<file path="config.mk">
export PLATFORM = sky130hd
export DESIGN_NAME = grid_region_binner_top_flat
export DESIGN_NICKNAME = d
export VERILOG_FILES = /design/src/rtl/grb_pkg.sv /design/src/rtl/grb_req_if.sv /design/src/rtl/grb_rsp_if.sv /design/src/rtl/grid_region_binner_top.sv /design/src/rtl/grb_div.sv /design/src/rtl/grb_mul.sv /design/src/flat_wrapper.sv
export SDC_FILE = /design/constraint.sdc
export NUM_CORES = 2
export LEC_CHECK = 0
export ABC_AREA = 1
export BUFFER_PORTS_ARGS = -buffer_cell sky130_fd_sc_hd__buf_2
export CORE_ASPECT_RATIO = 1.75
export CORE_MARGIN = 2
export CORE_UTILIZATION = 60
export DETAILED_ROUTE_END_ITERATION = 10
export GPL_TIMING_DRIVEN = 0
export MAX_ROUTING_LAYER = met4
export PLACE_DENSITY = 0.76
export SYNTH_ARGS = -nofsm -noshare
export SYNTH_HDL_FRONTEND = slang
export SYNTH_SLANG_ARGS = --single-unit
export TNS_END_PERCENT = 1
</file>
<file path="constraint.sdc">
create_clock -name i_clk -period 24.5 [get_ports i_clk]
set_input_delay 3.675 -clock i_clk [delete_from_list [all_inputs] [get_ports i_clk]]
set_output_delay 3.675 -clock i_clk [all_outputs]
set_load 0.01 [all_outputs]
</file>
<file path="src/rtl/grb_pkg.sv">
// Shared types and constants of the grid region binner.
package grb_pkg;

    localparam int GRID_HALF_RANGE = 512;
    localparam int AXIS_INDEX_BITS = 10;
    localparam int COORD_W = 32;
    localparam int CELL_W = 20;
    localparam int VOL_W = 60;
    localparam int PACK_W = 3 * AXIS_INDEX_BITS;
    localparam logic [CELL_W-1:0] CELL_RESET = 20'd256000;

    // Configuration register indexes.
    localparam logic [2:0] REG_ORIGIN_X = 3'd0;
    localparam logic [2:0] REG_ORIGIN_Y = 3'd1;
    localparam logic [2:0] REG_ORIGIN_Z = 3'd2;
    localparam logic [2:0] REG_CELL_X   = 3'd3;
    localparam logic [2:0] REG_CELL_Y   = 3'd4;
    localparam logic [2:0] REG_CELL_Z   = 3'd5;

    localparam logic REQ_BOX   = 1'b0;
    localparam logic REQ_POINT = 1'b1;

    typedef enum logic [1:0] {
        ST_OK     = 2'd0,
        ST_NULL   = 2'd1,
        ST_RANGE  = 2'd2,
        ST_NO_OVL = 2'd3
    } t_status;

    typedef struct packed {
        logic               req_type;
        logic               box_is_null;
        logic signed [31:0] min_x;
        logic signed [31:0] min_y;
        logic signed [31:0] min_z;
        logic signed [31:0] max_x;
        logic signed [31:0] max_y;
        logic signed [31:0] max_z;
    } t_req;

    typedef struct packed {
        logic [1:0]                 status;
        logic [AXIS_INDEX_BITS-1:0] cell_x;
        logic [AXIS_INDEX_BITS-1:0] cell_y;
        logic [AXIS_INDEX_BITS-1:0] cell_z;
        logic [PACK_W-1:0]          packed_index;
        logic [VOL_W-1:0]           best_volume;
    } t_rsp;

endpackage

</file>
<file path="src/rtl/grb_req_if.sv">
// Request channel of the grid region binner.
interface grb_req_if;
    logic          valid;
    logic          ready;
    grb_pkg::t_req data;

    modport source (output valid, output data, input ready);
    modport sink (input valid, input data, output ready);
endinterface

</file>
<file path="src/rtl/grb_rsp_if.sv">
// Result channel of the grid region binner.
interface grb_rsp_if;
    logic          valid;
    logic          ready;
    grb_pkg::t_rsp data;

    modport source (output valid, output data, input ready);
    modport sink (input valid, input data, output ready);
endinterface

</file>
<file path="src/rtl/grid_region_binner_top.sv">
// Grid region binner: one request at a time; a point takes three 33-step serial divisions
// and a box six, all through one divider; a box then weighs up to three candidate cells
// per axis through one shared multiplier, and a three-pass volume product on the same
// multiplier. A finished result waits in an output register, and the next request is
// taken meanwhile.
module grid_region_binner_top (
    input  logic                         i_clk,
    input  logic                         i_rst_n,
    input  logic                         i_cfg_we,
    input  logic [2:0]                   i_cfg_idx,
    input  logic [31:0]                  i_cfg_data,
    grb_req_if.sink                      i_req,
    grb_rsp_if.source                    o_rsp
);
    import grb_pkg::*;

    typedef enum logic [11:0] {
        S_IDLE     = 12'b000000000001,
        S_DIV_GO   = 12'b000000000010,
        S_DIV_WAIT = 12'b000000000100,
        S_W_INIT   = 12'b000000001000,
        S_W_MUL    = 12'b000000010000,
        S_W_BND    = 12'b000000100000,
        S_W_LEN    = 12'b000001000000,
        S_V0       = 12'b000010000000,
        S_V1       = 12'b000100000000,
        S_V2       = 12'b001000000000,
        S_V3       = 12'b010000000000,
        S_FIN      = 12'b100000000000
    } t_state;

    localparam int IW = AXIS_INDEX_BITS;

    t_state                 r_state;
    logic signed [31:0]     r_origin [3];
    logic [CELL_W-1:0]      r_cell [3];
    logic                   r_type;
    logic signed [31:0]     r_pmin [3];
    logic signed [31:0]     r_pmax [3];
    logic [2:0]             r_k;
    logic                   r_rerr;
    logic signed [IW-1:0]   r_lo [3];
    logic signed [IW-1:0]   r_hi [3];
    logic [1:0]             r_axis;
    logic [1:0]             r_cand;
    logic signed [IW-1:0]   r_cur;
    logic signed [IW-1:0]   r_best_i;
    logic [CELL_W-1:0]      r_best_len;
    logic signed [IW-1:0]   r_sel [3];
    logic [CELL_W-1:0]      r_len [3];
    logic signed [35:0]     r_a;
    logic signed [35:0]     r_b;
    logic [19:0]            r_phi;
    logic [VOL_W-1:0]       r_vol;
    t_status                r_status;
    t_rsp                   r_out;
    logic                   r_out_valid;

    logic [CELL_W-1:0]      den [3];
    logic [1:0]             dax;
    logic signed [31:0]     dp;
    logic signed [32:0]     dnum;
    logic                   div_start;
    logic                   div_done;
    logic signed [33:0]     div_quo;
    logic                   q_ok;
    logic signed [21:0]     mul_a;
    logic [CELL_W-1:0]      mul_b;
    logic signed [41:0]     prod;
    logic signed [35:0]     c0;
    logic signed [35:0]     c1;
    logic signed [35:0]     diff;
    logic [CELL_W-1:0]      cand_len;
    logic [CELL_W-1:0]      n_best_len;
    logic signed [IW-1:0]   n_best_i;
    logic signed [IW:0]     span;
    logic                   out_load;
    t_rsp                   rsp_next;
    logic [IW-1:0]          bx, by, bz;

    always_comb begin
        for (int a = 0; a < 3; a++) begin
            den[a] = (r_cell[a] == '0) ? CELL_W'(1) : r_cell[a];
        end
        dax  = (r_k >= 3'd3) ? 2'(r_k - 3'd3) : r_k[1:0];
        dp   = (r_k >= 3'd3) ? r_pmax[dax] : r_pmin[dax];
        dnum = {dp[31], dp} - {r_origin[dax][31], r_origin[dax]};
        div_start = (r_state == S_DIV_GO);
        q_ok = (div_quo[33:IW-1] == '0) || (div_quo[33:IW-1] == '1);
    end

    grb_div u_div (
        .i_clk   (i_clk),
        .i_rst_n (i_rst_n),
        .i_start (div_start),
        .i_num   (dnum),
        .i_den   (den[dax]),
        .o_done  (div_done),
        .o_quo   (div_quo)
    );

    always_comb begin
        mul_a = '0;
        mul_b = '0;
        case (r_state)
            S_W_MUL: begin
                mul_a = 22'(r_cur);
                mul_b = den[r_axis];
            end
            S_V0: begin
                mul_a = $signed({2'b00, r_len[0]});
                mul_b = r_len[1];
            end
            S_V1: begin
                mul_a = $signed({2'b00, prod[19:0]});
                mul_b = r_len[2];
            end
            S_V2: begin
                mul_a = $signed({2'b00, r_phi});
                mul_b = r_len[2];
            end
            default: begin
                mul_a = '0;
                mul_b = '0;
            end
        endcase
    end

    grb_mul u_mul (
        .i_clk  (i_clk),
        .i_a    (mul_a),
        .i_b    (mul_b),
        .o_prod (prod)
    );

    // Cell bounds and the overlap length of the current candidate.
    always_comb begin
        c0 = 36'(prod) + 36'(r_origin[r_axis]);
        c1 = c0 + $signed({16'd0, den[r_axis]});
        diff = r_b - r_a;
        cand_len = (diff > 0) ? diff[CELL_W-1:0] : '0;
        if (cand_len > r_best_len) begin
            n_best_len = cand_len;
            n_best_i   = r_cur;
        end else begin
            n_best_len = r_best_len;
            n_best_i   = r_best_i;
        end
        span = (IW+1)'(r_hi[r_axis]) - (IW+1)'(r_lo[r_axis]);
    end

    always_comb begin
        bx = {~r_sel[0][IW-1], r_sel[0][IW-2:0]};
        by = {~r_sel[1][IW-1], r_sel[1][IW-2:0]};
        bz = {~r_sel[2][IW-1], r_sel[2][IW-2:0]};
        rsp_next = '0;
        rsp_next.status = r_status;
        if (r_status == ST_OK) begin
            rsp_next.cell_x = bx;
            rsp_next.cell_y = by;
            rsp_next.cell_z = bz;
            rsp_next.packed_index = {bz, by, bx};
            rsp_next.best_volume = r_vol;
        end
        out_load = (r_state == S_FIN) && (!r_out_valid || o_rsp.ready);
    end

    assign i_req.ready = (r_state == S_IDLE);
    assign o_rsp.valid = r_out_valid;
    assign o_rsp.data  = r_out;

    always_ff @(posedge i_clk) begin
        if (!i_rst_n) begin
            for (int a = 0; a < 3; a++) begin
                r_origin[a] <= '0;
                r_cell[a]   <= CELL_RESET;
            end
        end else if (i_cfg_we) begin
            case (i_cfg_idx)
                REG_ORIGIN_X: r_origin[0] <= i_cfg_data;
                REG_ORIGIN_Y: r_origin[1] <= i_cfg_data;
                REG_ORIGIN_Z: r_origin[2] <= i_cfg_data;
                REG_CELL_X:   r_cell[0] <= i_cfg_data[CELL_W-1:0];
                REG_CELL_Y:   r_cell[1] <= i_cfg_data[CELL_W-1:0];
                REG_CELL_Z:   r_cell[2] <= i_cfg_data[CELL_W-1:0];
                default:      ;
            endcase
        end
    end

    always_ff @(posedge i_clk) begin
        if (!i_rst_n) begin
            r_state     <= S_IDLE;
            r_out_valid <= 1'b0;
        end else begin
            if (out_load) begin
                r_out_valid <= 1'b1;
                r_out       <= rsp_next;
            end else if (o_rsp.ready) begin
                r_out_valid <= 1'b0;
            end

            case (r_state)
                S_IDLE: begin
                    if (i_req.valid) begin
                        r_type    <= i_req.data.req_type;
                        r_pmin[0] <= i_req.data.min_x;
                        r_pmin[1] <= i_req.data.min_y;
                        r_pmin[2] <= i_req.data.min_z;
                        r_pmax[0] <= i_req.data.max_x;
                        r_pmax[1] <= i_req.data.max_y;
                        r_pmax[2] <= i_req.data.max_z;
                        r_k       <= '0;
                        r_rerr    <= 1'b0;
                        r_vol     <= '0;
                        r_axis    <= '0;
                        if (i_req.data.req_type == REQ_BOX && i_req.data.box_is_null) begin
                            r_status <= ST_NULL;
                            r_state  <= S_FIN;
                        end else begin
                            r_status <= ST_OK;
                            r_state  <= S_DIV_GO;
                        end
                    end
                end
                S_DIV_GO: r_state <= S_DIV_WAIT;
                S_DIV_WAIT: begin
                    if (div_done) begin
                        if (r_k >= 3'd3) begin
                            r_hi[dax] <= div_quo[IW-1:0];
                        end else begin
                            r_lo[dax] <= div_quo[IW-1:0];
                            r_sel[dax] <= div_quo[IW-1:0];
                        end
                        if ((r_type == REQ_POINT && r_k == 3'd2) || r_k == 3'd5) begin
                            if (r_rerr || !q_ok) begin
                                r_status <= ST_RANGE;
                                r_state  <= S_FIN;
                            end else if (r_type == REQ_POINT) begin
                                r_state <= S_FIN;
                            end else begin
                                r_state <= S_W_INIT;
                            end
                        end else begin
                            r_rerr  <= r_rerr || !q_ok;
                            r_k     <= r_k + 3'd1;
                            r_state <= S_DIV_GO;
                        end
                    end
                end
                S_W_INIT: begin
                    r_best_i   <= r_lo[r_axis];
                    r_best_len <= '0;
                    r_cur      <= r_lo[r_axis];
                    r_cand     <= '0;
                    // An inverted index range covers no cell at all.
                    if (span[IW]) begin
                        r_status <= ST_NO_OVL;
                        r_state  <= S_FIN;
                    end else begin
                        r_state <= S_W_MUL;
                    end
                end
                S_W_MUL: r_state <= S_W_BND;
                S_W_BND: begin
                    r_a <= (36'(r_pmin[r_axis]) > c0) ? 36'(r_pmin[r_axis]) : c0;
                    r_b <= (36'(r_pmax[r_axis]) < c1) ? 36'(r_pmax[r_axis]) : c1;
                    r_state <= S_W_LEN;
                end
                S_W_LEN: begin
                    r_best_len <= n_best_len;
                    r_best_i   <= n_best_i;
                    // Cells strictly inside the range all overlap by a full cell, so
                    // the first, second and last cells decide the best one.
                    if (r_cand == 2'd0 && span > 0) begin
                        r_cur   <= r_cur + IW'(1);
                        r_cand  <= 2'd1;
                        r_state <= S_W_MUL;
                    end else if (r_cand == 2'd1 && span > 1) begin
                        r_cur   <= r_hi[r_axis];
                        r_cand  <= 2'd2;
                        r_state <= S_W_MUL;
                    end else if (n_best_len == '0) begin
                        r_status <= ST_NO_OVL;
                        r_state  <= S_FIN;
                    end else begin
                        r_len[r_axis] <= n_best_len;
                        r_sel[r_axis] <= n_best_i;
                        if (r_axis == 2'd2) begin
                            r_state <= S_V0;
                        end else begin
                            r_axis  <= r_axis + 2'd1;
                            r_state <= S_W_INIT;
                        end
                    end
                end
                S_V0: r_state <= S_V1;
                S_V1: begin
                    r_phi   <= prod[39:20];
                    r_state <= S_V2;
                end
                S_V2: begin
                    r_vol   <= VOL_W'(prod[39:0]);
                    r_state <= S_V3;
                end
                S_V3: begin
                    r_vol   <= r_vol + VOL_W'({prod[39:0], 20'd0});
                    r_state <= S_FIN;
                end
                S_FIN: begin
                    if (out_load) begin
                        r_state <= S_IDLE;
                    end
                end
                default: r_state <= S_IDLE;
            endcase
        end
    end
endmodule

</file>
<file path="src/rtl/grb_div.sv">
// Radix-2 restoring divider that returns the floored signed quotient.
module grb_div (
    input  logic                          i_clk,
    input  logic                          i_rst_n,
    input  logic                          i_start,
    input  logic signed [32:0]            i_num,
    input  logic [grb_pkg::CELL_W-1:0]    i_den,
    output logic                          o_done,
    output logic signed [33:0]            o_quo
);
    import grb_pkg::*;

    logic [32:0]       r_quo;
    logic [CELL_W-1:0] r_rem;
    logic [5:0]        r_cnt;
    logic              r_neg;
    logic              r_busy;
    logic              r_done;
    logic [CELL_W:0]   rem_sh;
    logic              ge;
    logic [CELL_W-1:0] n_rem;
    logic [33:0]       qm;

    always_comb begin
        rem_sh = {r_rem, r_quo[32]};
        ge     = rem_sh >= {1'b0, i_den};
        n_rem  = ge ? CELL_W'(rem_sh - {1'b0, i_den}) : rem_sh[CELL_W-1:0];
        qm     = {1'b0, r_quo};
        // Floor toward minus infinity for a negative dividend with a remainder.
        if (r_neg) begin
            o_quo = $signed(-qm - 34'(r_rem != '0));
        end else begin
            o_quo = $signed(qm);
        end
    end

    assign o_done = r_done;

    always_ff @(posedge i_clk) begin
        if (!i_rst_n) begin
            r_busy <= 1'b0;
            r_done <= 1'b0;
        end else begin
            r_done <= 1'b0;
            if (i_start) begin
                r_quo  <= i_num[32] ? 33'(-i_num) : 33'(i_num);
                r_rem  <= '0;
                r_neg  <= i_num[32];
                r_cnt  <= '0;
                r_busy <= 1'b1;
            end else if (r_busy) begin
                r_rem <= n_rem;
                r_quo <= {r_quo[31:0], ge};
                r_cnt <= r_cnt + 6'd1;
                if (r_cnt == 6'd32) begin
                    r_busy <= 1'b0;
                    r_done <= 1'b1;
                end
            end
        end
    end
endmodule

</file>
<file path="src/rtl/grb_mul.sv">
// Shared multiplier with a registered product.
module grb_mul (
    input  logic                        i_clk,
    input  logic signed [21:0]          i_a,
    input  logic [grb_pkg::CELL_W-1:0]  i_b,
    output logic signed [41:0]          o_prod
);
    import grb_pkg::*;

    logic signed [41:0] r_prod;

    always_ff @(posedge i_clk) begin
        r_prod <= i_a * $signed({1'b0, i_b});
    end

    assign o_prod = r_prod;
endmodule

</file>
<file path="src/flat_wrapper.sv">
// flat-port wrapper written by rule: the top's interface ports become plain ports
module grid_region_binner_top_flat import grb_pkg::*;
  (i_clk, i_rst_n, i_cfg_we, i_cfg_idx, i_cfg_data, i_req_valid, i_req_data, i_req_ready, o_rsp_valid, o_rsp_data, o_rsp_ready);
  grb_req_if i_req_i ();
  grb_rsp_if o_rsp_i ();
  input  logic i_clk;
  input  logic i_rst_n;
  input  logic i_cfg_we;
  input  logic [2:0] i_cfg_idx;
  input  logic [31:0] i_cfg_data;
  input wire logic [$bits(i_req_i.valid)-1:0] i_req_valid;
  input wire logic [$bits(i_req_i.data)-1:0] i_req_data;
  output wire logic [$bits(i_req_i.ready)-1:0] i_req_ready;
  output wire logic [$bits(o_rsp_i.valid)-1:0] o_rsp_valid;
  output wire logic [$bits(o_rsp_i.data)-1:0] o_rsp_data;
  input wire logic [$bits(o_rsp_i.ready)-1:0] o_rsp_ready;
  assign i_req_i.valid = i_req_valid;
  assign i_req_i.data = i_req_data;
  assign i_req_ready = i_req_i.ready;
  assign o_rsp_valid = o_rsp_i.valid;
  assign o_rsp_data = o_rsp_i.data;
  assign o_rsp_i.ready = o_rsp_ready;
  grid_region_binner_top u_core (.i_clk(i_clk), .i_rst_n(i_rst_n), .i_cfg_we(i_cfg_we), .i_cfg_idx(i_cfg_idx), .i_cfg_data(i_cfg_data), .i_req(i_req_i), .o_rsp(o_rsp_i));
endmodule
</file>
==> results.md <==
- Run status: finished, violations left
- Failing checks: capacitance limit, slew limit
- Area Growth Syn to Fin: 10.7%
- Die area: 0.119 sq mm
- Final setup violation count: 0
- Most frequent cell after synthesis: nand2_1
- TritonCTS clock tree: built
- Slowest stage cell, crit path: nor4_1
- RSZ-0062 raised after global routing: false
- Synth cell count leaders: 1655 x nand2_1, 1462 x inv_1, 853 x edfxtp_1
- CP Launch Type: register
- #FFs+latches synth: 910
- Die Wd: 262 microns
- Ys async rst share: 0%
- I/O Pins: 358
- Hold Fails Final Rpt: 0
- Area leader, netlist: edfxtp_1
- Relative slew slack: -10.5%
- CP required: 25160 ps
- Cell Pwr Density: 109 mW/mm^2
- Postcts setup bufs: 0
- Fin. max-slew vios: 36
- Critical Path Sink Type: register
- CTS hold repair buffers: 0
- Hold WS: 525 ps
- First DRT Iteration DRCs: 7712
- Largest net degree at the start of global routing: 36
- Overall global routing resource usage: 51.6%
- Final ANT Viol Nets: 0
- Cells after synthesis: 8136
- Mapped Area: 0.0698 sq mm
- PortBufs: 357
- DP Wirelength: 228000 microns
- Max VDD drop: 0.261 mV
- Via density: 6.21
- Data arrival, critical path: 13280 ps
- Post-synthesis sequential area ratio: 38.4%
- Max Cap Viol: 7
- Clock Sinks: 910
- # resized after CTS: 0
- Wirelength per Cell: 28.6 microns
- GRT overflow: 0
- Placed Cells: 10000
- Largest stage delay on the critical path: 1000 ps
- Min cycle time layout: 12620 ps
- Slew @ Worst Pin: 1660 ps
- Clk buf depth: 3
- H-tree depth: 3
- Yosys cell types: 67
- Root Buffer: clkbuf_16
- Share of the synthesized area in the top cell type: 36.7%
- Post-Syn Area per Cell: 8.57 sq um
- # rows: 165
- Gpl congestion: 1.10
- Die extent in y: 455 microns
- Maximum operating frequency: 79.2 MHz
- Vias in the first global route: 62900
- Crit share post-route: 51.5%
- Peak fanout along the critical path: 10
- Total wire length: 293000 microns
- Post-synth EDFFs: 853
- # DRC: 0
- Class of the worst hold path: reg -> reg
- Initial Utilization: 60.4%
- Layout Cells excl Fill: 10200
- CP Class: reg -> reg
- Nets@finish: 9731
- Lkg Pwr: 36.1 nW
- Drt pass-1 iters: 9
- Total power: 8.45 mW
- Crit path top cell by count: inv_1
- Share of cells above drive strength 1: 8.52%
- CTS clock-pin slew for the worst setup and hold paths: 70 ps
- First-pass GRT wire length: 417000 microns
- Utilization after layout: 66.9%
- Vias: 63600
- Clock skew: 48.6 ps
- Syn nets: 9236
- Clock Latency Late Sink: 760 ps
- Initial antenna violation count: 35
- Setup TNS: 0 ps
- Ys flop type: edfxtp_1
- Warning count from the yosys run: 0
- CTS Buf Count: 82
- Core footprint: 0.115 sq mm
- Synth area leaders: edfxtp_1 37%, fa_1 12%, nand2_1 8.9%
-- kinds of logic (layout without fill, tap and decap cells) --
group	after synthesis	count (layout)	share of synthesized area, %
and+or+nand+nor	2939	2939	17.3
buffers and inverters	1783	2347	9.83
AOI/OAI and AO/OA	1421	1421	11.7
DFF	910	910	38.4
adders and majority gates	866	866	20.2
xor gates and xnor gates	217	217	2.72
other	0	43	0
-- sequential cells by signal, indices dropped and copies added, names as in the netlist, 6 cells and up, named ones only --
register / flops
u_core.r_vol: 60
u_core.r_len: 60
u_core.u_div.r_quo: 33
u_core.r_sel: 30
u_core.r_pmax: 96
u_core.r_cur: 10
u_core.r_a: 36
u_core.r_lo: 30
u_core.u_mul.o_prod: 40
u_core.r_cell: 60
u_core.r_phi: 20
u_core.o_rsp.data: 92
u_core.r_pmin: 96
u_core.u_div.r_cnt: 6
u_core.r_origin: 96
u_core.r_b: 36
u_core.u_div.r_rem: 20
u_core.r_best_len: 20
u_core.r_state: 12
u_core.r_hi: 30
u_core.r_best_i: 10
-- path summary, 6_finish.rpt --
kind | startpoint | endpoint | slack (ps) | cells after the start
max | u_core.r_state[8] | u_core.u_mul.o_prod[33] | 11880 | 40
min reg2reg | u_core.u_mul.o_prod[39] | u_core.r_phi[19] | 520 | 0
max reg2reg | u_core.r_state[8] | u_core.u_mul.o_prod[33] | 11880 | 40
min | u_core.u_mul.o_prod[39] | u_core.r_phi[19] | 520 | 0
-- report_power, final --
group,leakage (nW),switching [mW],internal [mW]
logic,26.4,3.63,1.38
registers,8.36,0.0866,1.96
clock network,1.38,0.653,0.742
-- cells in the final DEF, fill, tap and decap left out, drive strengths merged, types with 21 or more instances in the layout --
cell,netlist,final
o22ai,74,74
dfxtp,57,57
ha,436,436
o221ai,67,67
inv,1487,1499
o211ai,26,26
nand2,1665,1665
xor2,138,138
diode,0,43
nor4,32,32
fa,430,430
nor3,70,70
buf,68,478
xnor2,79,79
nand4,96,96
clkinv,17,55
a211oi,21,21
nand3,197,197
a21oi,511,511
or2,36,36
o21ai,536,536
clkbuf,211,299
nor2,813,813
a31oi,27,27
a22oi,37,37
edfxtp,853,853
-- per-layer routing --
metal	up-vias	track usage [%]	part of all wire [%]
li1	27600	-	-
met1	29800	47.8	29
met2	4457	78.6	46
met3	1751	18.1	11
met4	0	56.2	14
met5	-	-	0
-- stage by stage --
stage | instance area (sq um) | setup WS (ps)
floorplan | 69800 | 6290
global placement | 73400 | 1370
detailed placement | 74200 | 12880
CTS | 77000 | 12680
global route | 77200 | 11810
finish | 77200 | 11880
-- critical path: cells and delay by family, from the launching register on --
family,cells,cell delay [ps]
AO/OA/AOI/OAI,5,1180
flip-flops,1,330
XOR/XNOR,1,170
buffers and inverters,12,2930
adder cells (fa/ha/maj),8,4220
AND/OR/NAND/NOR,14,3670
-- final cells by class --
type / count / area, sq um
Buffer: 279 / 1220
Multi-Input combinational cell: 5443 / 36300
Fill cell: 9346 / 38200
Timing Repair Buffer: 411 / 2460
Tap cell: 1503 / 1880
Clock buffer: 87 / 2090
Inverter: 1504 / 5650
Antenna cell: 43 / 108
Sequential cell: 910 / 26800
Clock inverter: 66 / 723
No activity file was read; power rests on OpenSTA's default activity.
